$ cat src/rtl/sege_pkg.sv
// Shared types and constants for the signed Elias gamma encoder.
// Used by the front, queue, back and top-level modules; no dependencies.
`timescale 1ns / 1ps
package sege_pkg;

   localparam int VALUE_BITS  = 31;
   // Width of the mapped code number: a negative value doubles its magnitude.
   localparam int CODE_BITS   = VALUE_BITS + 1;
   localparam int LEN_BITS    = $clog2(CODE_BITS + 1);
   localparam int BYTE_BITS   = 8;
   localparam int PEND_BITS   = BYTE_BITS - 1;
   // Longest run of bits held at once: pending bits plus the longest code.
   localparam int MAX_RUN     = PEND_BITS + 2 * CODE_BITS - 1;
   localparam int WIN_BITS    = ((MAX_RUN + BYTE_BITS - 1) / BYTE_BITS) * BYTE_BITS;
   localparam int CNT_BITS    = $clog2(WIN_BITS + 1);
   localparam int REQ_DATA_BITS = ((VALUE_BITS + BYTE_BITS - 1) / BYTE_BITS) * BYTE_BITS;
   localparam int QUEUE_DEPTH = 2;
   localparam int QPTR_BITS   = $clog2(QUEUE_DEPTH);
   localparam int QCNT_BITS   = $clog2(QUEUE_DEPTH + 1);

   localparam logic REQ_ENCODE = 1'b0;
   localparam logic REQ_FLUSH  = 1'b1;

   typedef struct packed {
      logic                 flush;
      logic [CODE_BITS-1:0] code;
      logic [LEN_BITS-1:0]  len;
   } entry_type;

endpackage

$ cat src/rtl/sege_front.sv
// Front end: accepts requests, maps the signed value to its code number and
// finds the code length. Depends on sege_pkg.
`timescale 1ns / 1ps
module sege_front import sege_pkg::*; (
   input  logic                  clock,
   input  logic                  reset,
   input  logic                  in_valid,
   output logic                  in_ready,
   input  logic                  in_type,
   input  logic [VALUE_BITS-1:0] in_value,
   output logic                  q_wr_valid,
   input  logic                  q_wr_ready,
   output entry_type             q_wr_entry
);

   logic                  valid_ff, valid_in;
   logic                  flush_ff;
   logic [CODE_BITS-1:0]  code_ff, code_in;
   logic [VALUE_BITS-1:0] neg_mag;
   logic [LEN_BITS-1:0]   len;
   logic                  accept;

   assign in_ready = !valid_ff || q_wr_ready;
   assign accept   = in_valid && in_ready;

   // Negative x maps to -2x, non-negative x to 2x+1.
   assign neg_mag = ~in_value + VALUE_BITS'(1);
   always_comb begin
      if (in_value[VALUE_BITS-1]) begin
         code_in = {neg_mag, 1'b0};
      end else begin
         code_in = {in_value, 1'b1};
      end
   end

   always_comb begin
      if (accept) begin
         valid_in = 1'b1;
      end else if (q_wr_ready) begin
         valid_in = 1'b0;
      end else begin
         valid_in = valid_ff;
      end
   end

   always_ff @(posedge clock) begin
      if (reset) begin
         valid_ff <= 1'b0;
      end else begin
         valid_ff <= valid_in;
      end
   end

   always_ff @(posedge clock) begin
      if (accept) begin
         flush_ff <= in_type;
         code_ff  <= code_in;
      end
   end

   // Position of the leading one gives the code length.
   always_comb begin
      len = '0;
      for (int i = 0; i < CODE_BITS; i++) begin
         if (code_ff[i]) begin
            len = LEN_BITS'(i + 1);
         end
      end
   end

   assign q_wr_valid       = valid_ff;
   assign q_wr_entry.flush = flush_ff;
   assign q_wr_entry.code  = code_ff;
   assign q_wr_entry.len   = len;

endmodule

$ cat src/rtl/sege_queue.sv
// Small FIFO that decouples the front end from the bit packer.
// Depends on sege_pkg for the entry type and depth.
`timescale 1ns / 1ps
module sege_queue import sege_pkg::*; (
   input  logic      clock,
   input  logic      reset,
   input  logic      wr_valid,
   output logic      wr_ready,
   input  entry_type wr_entry,
   output logic      rd_valid,
   input  logic      rd_pop,
   output entry_type rd_entry
);

   entry_type            store_ff [QUEUE_DEPTH];
   logic [QPTR_BITS-1:0] wptr_ff, wptr_in;
   logic [QPTR_BITS-1:0] rptr_ff, rptr_in;
   logic [QCNT_BITS-1:0] count_ff, count_in;
   logic                 push;
   logic                 pop;

   assign wr_ready = (count_ff != QCNT_BITS'(QUEUE_DEPTH));
   assign rd_valid = (count_ff != '0);
   assign push     = wr_valid && wr_ready;
   assign pop      = rd_pop && rd_valid;
   assign rd_entry = store_ff[rptr_ff];

   always_comb begin
      wptr_in  = wptr_ff;
      rptr_in  = rptr_ff;
      count_in = count_ff;
      if (push) begin
         wptr_in = (wptr_ff == QPTR_BITS'(QUEUE_DEPTH - 1)) ? '0 : wptr_ff + QPTR_BITS'(1);
      end
      if (pop) begin
         rptr_in = (rptr_ff == QPTR_BITS'(QUEUE_DEPTH - 1)) ? '0 : rptr_ff + QPTR_BITS'(1);
      end
      if (push && !pop) begin
         count_in = count_ff + QCNT_BITS'(1);
      end else if (pop && !push) begin
         count_in = count_ff - QCNT_BITS'(1);
      end
   end

   always_ff @(posedge clock) begin
      if (reset) begin
         wptr_ff  <= '0;
         rptr_ff  <= '0;
         count_ff <= '0;
      end else begin
         wptr_ff  <= wptr_in;
         rptr_ff  <= rptr_in;
         count_ff <= count_in;
      end
   end

   always_ff @(posedge clock) begin
      if (push) begin
         store_ff[wptr_ff] <= wr_entry;
      end
   end

endmodule

$ cat src/rtl/sege_back.sv
// Back end: merges each code into the bit window and emits full bytes,
// most significant bit first, through an output register. Depends on sege_pkg.
`timescale 1ns / 1ps
module sege_back import sege_pkg::*; (
   input  logic                 clock,
   input  logic                 reset,
   input  logic                 q_valid,
   output logic                 q_pop,
   input  entry_type            q_entry,
   output logic                 out_valid,
   input  logic                 out_ready,
   output logic [BYTE_BITS-1:0] out_byte,
   output logic                 out_last
);

   // Window holds the pending bit run left-aligned; the bits below it are zero.
   logic [WIN_BITS-1:0]  window_ff, window_in;
   logic [CNT_BITS-1:0]  bits_ff, bits_in;
   logic                 valid_ff, valid_in;
   logic [BYTE_BITS-1:0] byte_ff;
   logic                 last_ff;
   logic                 out_free;
   logic                 emit;
   logic                 emit_last;
   logic [CNT_BITS-1:0]  total;
   logic [CNT_BITS-1:0]  shift;
   logic [CNT_BITS-1:0]  code_len;

   assign out_free = !valid_ff || out_ready;
   assign code_len = CNT_BITS'({q_entry.len, 1'b0}) - CNT_BITS'(1);
   assign total    = bits_ff + code_len;
   assign shift    = CNT_BITS'(WIN_BITS) - total;

   always_comb begin
      window_in = window_ff;
      bits_in   = bits_ff;
      q_pop     = 1'b0;
      emit      = 1'b0;
      emit_last = 1'b0;
      if (bits_ff >= CNT_BITS'(BYTE_BITS)) begin
         if (out_free) begin
            emit      = 1'b1;
            emit_last = (bits_ff < CNT_BITS'(2 * BYTE_BITS));
            window_in = window_ff << BYTE_BITS;
            bits_in   = bits_ff - CNT_BITS'(BYTE_BITS);
         end
      end else if (q_valid) begin
         if (q_entry.flush == REQ_FLUSH) begin
            if (bits_ff == '0) begin
               q_pop = 1'b1;
            end else if (out_free) begin
               // The zero padding is already in place below the pending bits.
               q_pop     = 1'b1;
               emit      = 1'b1;
               emit_last = 1'b1;
               window_in = '0;
               bits_in   = '0;
            end
         end else begin
            // Leading zeros come for free: the code sits right-aligned in a
            // field of 2L-1 bits just after the pending bits.
            q_pop     = 1'b1;
            window_in = window_ff | (WIN_BITS'(q_entry.code) << shift);
            bits_in   = total;
         end
      end
   end

   always_comb begin
      if (emit) begin
         valid_in = 1'b1;
      end else if (out_ready) begin
         valid_in = 1'b0;
      end else begin
         valid_in = valid_ff;
      end
   end

   always_ff @(posedge clock) begin
      if (reset) begin
         window_ff <= '0;
         bits_ff   <= '0;
         valid_ff  <= 1'b0;
      end else begin
         window_ff <= window_in;
         bits_ff   <= bits_in;
         valid_ff  <= valid_in;
      end
   end

   always_ff @(posedge clock) begin
      if (emit) begin
         byte_ff <= window_ff[WIN_BITS-1 -: BYTE_BITS];
         last_ff <= emit_last;
      end
   end

   assign out_valid = valid_ff;
   assign out_byte  = byte_ff;
   assign out_last  = last_ff;

endmodule

$ cat src/rtl/signed_elias_gamma_encoder_core.sv
// Signed Elias gamma encoder with MSB-first byte packing.
// A request passes the front-end register, the queue, the packer window and the
// output register before its first byte is valid on the result port.
// One request transfer per cycle while the 2-entry queue has room; the packer
// merges a code, then emits its full bytes before it takes the next one.
// Reset (synchronous, active high) clears pending bits, the queue and the output.
// Depends on sege_pkg, sege_front, sege_queue and sege_back.
`timescale 1ns / 1ps
module signed_elias_gamma_encoder_core import sege_pkg::*; (
   input  logic                     clock,
   input  logic                     reset,
   input  logic                     req_tvalid,
   output logic                     req_tready,
   input  logic [REQ_DATA_BITS-1:0] req_tdata,   // [30:0] value, upper bits zero
   input  logic                     req_tuser,   // [0] req_type: 0 encode, 1 flush
   output logic                     rsp_tvalid,
   input  logic                     rsp_tready,
   output logic [BYTE_BITS-1:0]     rsp_tdata,   // [7:0] out_byte
   output logic                     rsp_tlast
);

   logic      q_wr_valid;
   logic      q_wr_ready;
   entry_type q_wr_entry;
   logic      q_rd_valid;
   logic      q_rd_pop;
   entry_type q_rd_entry;

   sege_front u_front (
      .clock      (clock),
      .reset      (reset),
      .in_valid   (req_tvalid),
      .in_ready   (req_tready),
      .in_type    (req_tuser),
      .in_value   (req_tdata[VALUE_BITS-1:0]),
      .q_wr_valid (q_wr_valid),
      .q_wr_ready (q_wr_ready),
      .q_wr_entry (q_wr_entry)
   );

   sege_queue u_queue (
      .clock    (clock),
      .reset    (reset),
      .wr_valid (q_wr_valid),
      .wr_ready (q_wr_ready),
      .wr_entry (q_wr_entry),
      .rd_valid (q_rd_valid),
      .rd_pop   (q_rd_pop),
      .rd_entry (q_rd_entry)
   );

   sege_back u_back (
      .clock     (clock),
      .reset     (reset),
      .q_valid   (q_rd_valid),
      .q_pop     (q_rd_pop),
      .q_entry   (q_rd_entry),
      .out_valid (rsp_tvalid),
      .out_ready (rsp_tready),
      .out_byte  (rsp_tdata),
      .out_last  (rsp_tlast)
   );

endmodule

$ cat config.mk
export PLATFORM = sky130hd
export DESIGN_NAME = signed_elias_gamma_encoder_core
export DESIGN_NICKNAME = d
export VERILOG_FILES = /design/src/rtl/sege_pkg.sv /design/src/rtl/sege_front.sv /design/src/rtl/sege_queue.sv /design/src/rtl/sege_back.sv /design/src/rtl/signed_elias_gamma_encoder_core.sv
export SDC_FILE = /design/constraint.sdc
export NUM_CORES = 1
export LEC_CHECK = 0
export ABC_AREA = 1
export ABC_CLOCK_PERIOD_IN_PS = 3600
export BUFFER_PORTS_ARGS = -buffer_cell sky130_fd_sc_hd__buf_2
export CAP_MARGIN = 5
export CELL_PAD_IN_SITES_DETAIL_PLACEMENT = 0
export CELL_PAD_IN_SITES_GLOBAL_PLACEMENT = 1
export CORE_UTILIZATION = 43
export DETAILED_ROUTE_END_ITERATION = 8
export PLACE_DENSITY_LB_ADDON = 0.05
export RECOVER_POWER = 50
export SYNTH_ARGS = -nofsm -noshare
export SYNTH_HDL_FRONTEND = slang
export SYNTH_SLANG_ARGS = --single-unit
$ cat constraint.sdc
create_clock -name clock -period 3.6 [get_ports clock]
set_input_delay 0.54 -clock clock [delete_from_list [all_inputs] [get_ports clock]]
set_output_delay 0.54 -clock clock [all_outputs]
set_load 0.01 [all_outputs]
==> flow_summary_export.csv <==
group,metric,value,unit
timing,clock.fmax,0.290,GHz
global_routing,grt_pass1_vias,8942,
cells_and_area,design_area,0.0136,mm²
clock_network,cts_max_path_buffers,3,
floorplan,die_area,0.0270,mm²
placed_design,placed_area,0.0125,mm²
synth,yosys-top-cells-area,"edfxtp_1 31%, dfxtp_1 15%, nand2_1 10%, o21ai_0 7.2%, nand3_1 4.2%",
synth,synth_area,0.0113,mm²
status,violations,"max-capacitance violations, max-slew violations",
critical_path,cp_max_fo,6,
job,maxCapViolations,2,
floorplan,die_h,164,µm
clock_network,cts_num_sinks,204,
synth,yosys.area.top_type_share,31.3,%
cells_and_area,nets,1524,
synth,synth.most_common_cell,"nand2_1",
critical_path,crit_type,"register to register",
synth,synth_commonest_cells,"307 x nand2_1, 162 x o21ai_0, 118 x edfxtp_1",
floorplan,ios,48,
timing,finalWorstSetupSlack,0.148,ns
cells_and_area,final_core_util,52.3,%
cells_and_area,area.growth.synth_to_final,19.8,%
synth,avgSynthCellArea,8.21,µm²
drt,antenna_left,0,
global_routing,globalRouteTotalUtil,22.0,%
clock_network,clock_latency,0.52,ns
cells_and_area,seq_area,0.00527,mm²
synth,ys_warn_count,0,
critical_path,crit_slowest_cell,"fa_2",
timing,finalHoldViolations,0,
critical_path,end_kind,"register",
timing,fin_crit_sh,95.9,%
placed_design,io_buffers,46,
placed_design,gp_congestion,0.860,
critical_path,start_kind,"register",
synth,syn_inst,1378,
critical_path,reg2reg_to,"u_back.window_ff[65]",
floorplan,num_rows,59,
critical_path,max_stage_delay,0.65,ns
cells_and_area,drive_gt1_share,16.3,%
timing,maxSlewHeadroom,-29.6,%
drt,routed_wl,29100,µm
critical_path,r2r_slack,0.15,ns
clock_network,ctsRootBufferMaster,"clkbuf_16",
synth,synth_cell_types,48,
placed_design,dpl.hpwl,21400,µm
timing,tightest_slew,1.94,ns
floorplan,die_x,164,µm
drt,drc,0,
synth,syn_nets,1430,
floorplan,start_util,43.7,%
drt,firstDrtPassIters,5,
synth,synth_seq_cells,204,
floorplan,core-area,0.0259,mm²
timing,final-max-slew-violation-count,79,
synth,yosysSeqAreaShare,46.5,%
placed_design,preCtsSetupSlack,-0.0168,ns
global_routing,antenna_found_initial,0,
synth,yosysTopAreaCell,"edfxtp_1",
critical_path,reg2reg_depth,18,
global_routing,grt_max_degree,69,
critical_path,worstPathArrival,3.86,ns
timing,min_period,3.45,ns
worst_hold_path,min_path_cells,1,
cells_and_area,multi_input_area,0.00549,mm²
status,status,"finished, violations left",
clock_network,cts_buffers,24,
drt,vias,9629,
critical_path,path_cells,"mux2i_1 -> ha_1 -> inv_2 -> ha_4 -> fa_2 -> xnor2_4 -> buf_12 -> buf_12 -> mux2i_4 -> nor2_1 -> a31oi_1 -> buf_4 -> nand2_1 -> o21ai_2 -> o22ai_1 -> a32oi_1 -> buf_4 -> o21ai_0",
critical_path,required,4.00,ns
drt,drtIter0Drc,720,
cells_and_area,fill_cells,2468,
worst_hold_path,holdCritPathClass,"input port to register",
timing,holdWs,0.199,ns
timing,finalSetupViolCount,0,
synth,synth-main-ff-cell,"edfxtp_1",
worst_hold_path,min-delay-start,"req_tuser",
drt,viasPerCell,5.28,
worst_hold_path,hold_path_end,"u_front.flush_ff",
global_routing,grt_pass1_wl,47000,µm
cells_and_area,antenna_cells,0,
synth,synth_edf_count,118,
timing,fin_skew,0.0131,ns
clock_network,cts_tree,"yes",
synth,synthArstFlopShare,0,%
global_routing,grt-ovfl-total,0,
drt,wire_per_inst,16.0,µm
clock_network,cts.clk_slew.worst_paths,0.06,ns
clock_network,cts_htree_levels,1,
cell families after synthesis:
| logic type | count (synthesis) | synth area share [%] |
|---|---|---|
| buffers and inverters | 205 | 7.12 |
| and+or+nand+nor | 530 | 19.7 |
| adders and majority gates | 15 | 1.72 |
| AOI/OAI and AO/OA | 350 | 18.3 |
| DFF | 204 | 46.5 |
| muxes | 34 | 3.04 |
| xor gates and xnor gates | 40 | 3.59 |
final cells by class:
| class | instances | area share (%) |
|---|---|---|
| clock inverters | 13 | 0.766 |
| inverters | 121 | 3.40 |
| clock buffers | 31 | 4.85 |
| well taps | 335 | 3.09 |
| repair inverters | 1 | 0.0554 |
| repair buffers | 151 | 8.47 |
| multi-input cells | 969 | 40.5 |
| flip-flops and latches | 204 | 38.8 |
state kept, by name, indices dropped and copies added (netlist names), named ones only:
signal	flops
u_queue.store_ff	76
u_back.window_ff	72
u_front.code_ff	32
u_back.out_byte	8
u_back.bits_ff	7
u_queue.count_ff	2
u_back.out_last	1
u_back.out_valid	1
u_front.flush_ff	1
u_front.q_wr_valid	1
u_queue.rptr_ff	1
u_queue.wptr_ff	1
worst max-delay path by stage:
stage	endpoint	slack (ns)
final	u_back.window_ff[65]	0.15
after global routing	u_back.window_ff[65]	-0.007
after CTS	u_back.window_ff[42]	0.004
after detailed placement	u_back.window_ff[64]	-0.02
after global placement	u_back.window_ff[56]	0.01
after floorplan	u_back.window_ff[68]	0.02
through the flow:
stage	TNS [ns]	instances
3_5_place_dp	-0.0262	1772
2_1_floorplan	0	1378
3_3_place_gp	0	1772
4_1_cts	0	1816
5_1_grt	-0.00706	1825
6_report	0	1825
placed cells by master (no fill, tap or decap), types with 19 or more instances in the layout:
| cell | Yosys | layout |
|---|---|---|
| clkbuf_1 | 61 | 20 |
| clkbuf_16 | 0 | 26 |
| a32oi_1 | 30 | 28 |
| buf_2 | 18 | 32 |
| nand2_1 | 307 | 303 |
| nand3_1 | 94 | 93 |
| inv_1 | 112 | 110 |
| xor2_1 | 21 | 19 |
| nor2_1 | 85 | 82 |
| o21ai_1 | 25 | 48 |
| o21ai_0 | 162 | 134 |
| mux2i_1 | 33 | 26 |
| dfxtp_1 | 86 | 85 |
| a21oi_1 | 55 | 53 |
| edfxtp_1 | 118 | 118 |
| buf_4 | 1 | 88 |
critical path: cells and delay by family (launching register included):
kind	cells	cell delay (ns)
flip-flops	1	0.33
adder cells (fa/ha/maj)	3	1.11
AND/OR/NAND/NOR	2	0.12
multiplexers	2	0.36
buffers and inverters	5	0.64
AO/OA/AOI/OAI	5	0.61
XOR/XNOR	1	0.14
metal layers:
metal  share of wire, %  vias to the layer above  global-route usage, %
met5                  0                        -                      0
met4                2.5                        0                   6.10
met3                3.8                       40                   2.85
met2                 48                      175                   36.9
met1                 46                     4432                   29.6
li1                   -                     4982                      -
timing repair:
item,4_1_cts,5_1_grt
hold buffers,0,0
pin swaps,2,21
buffers inserted,0,7
gates cloned,0,2
endpoints found under the setup margin,6,63
gates resized for setup,4,73
Power is left out: the tool's default activity adds up to more than one toggle a clock period on the data nets, which glitch-free logic cannot reach.
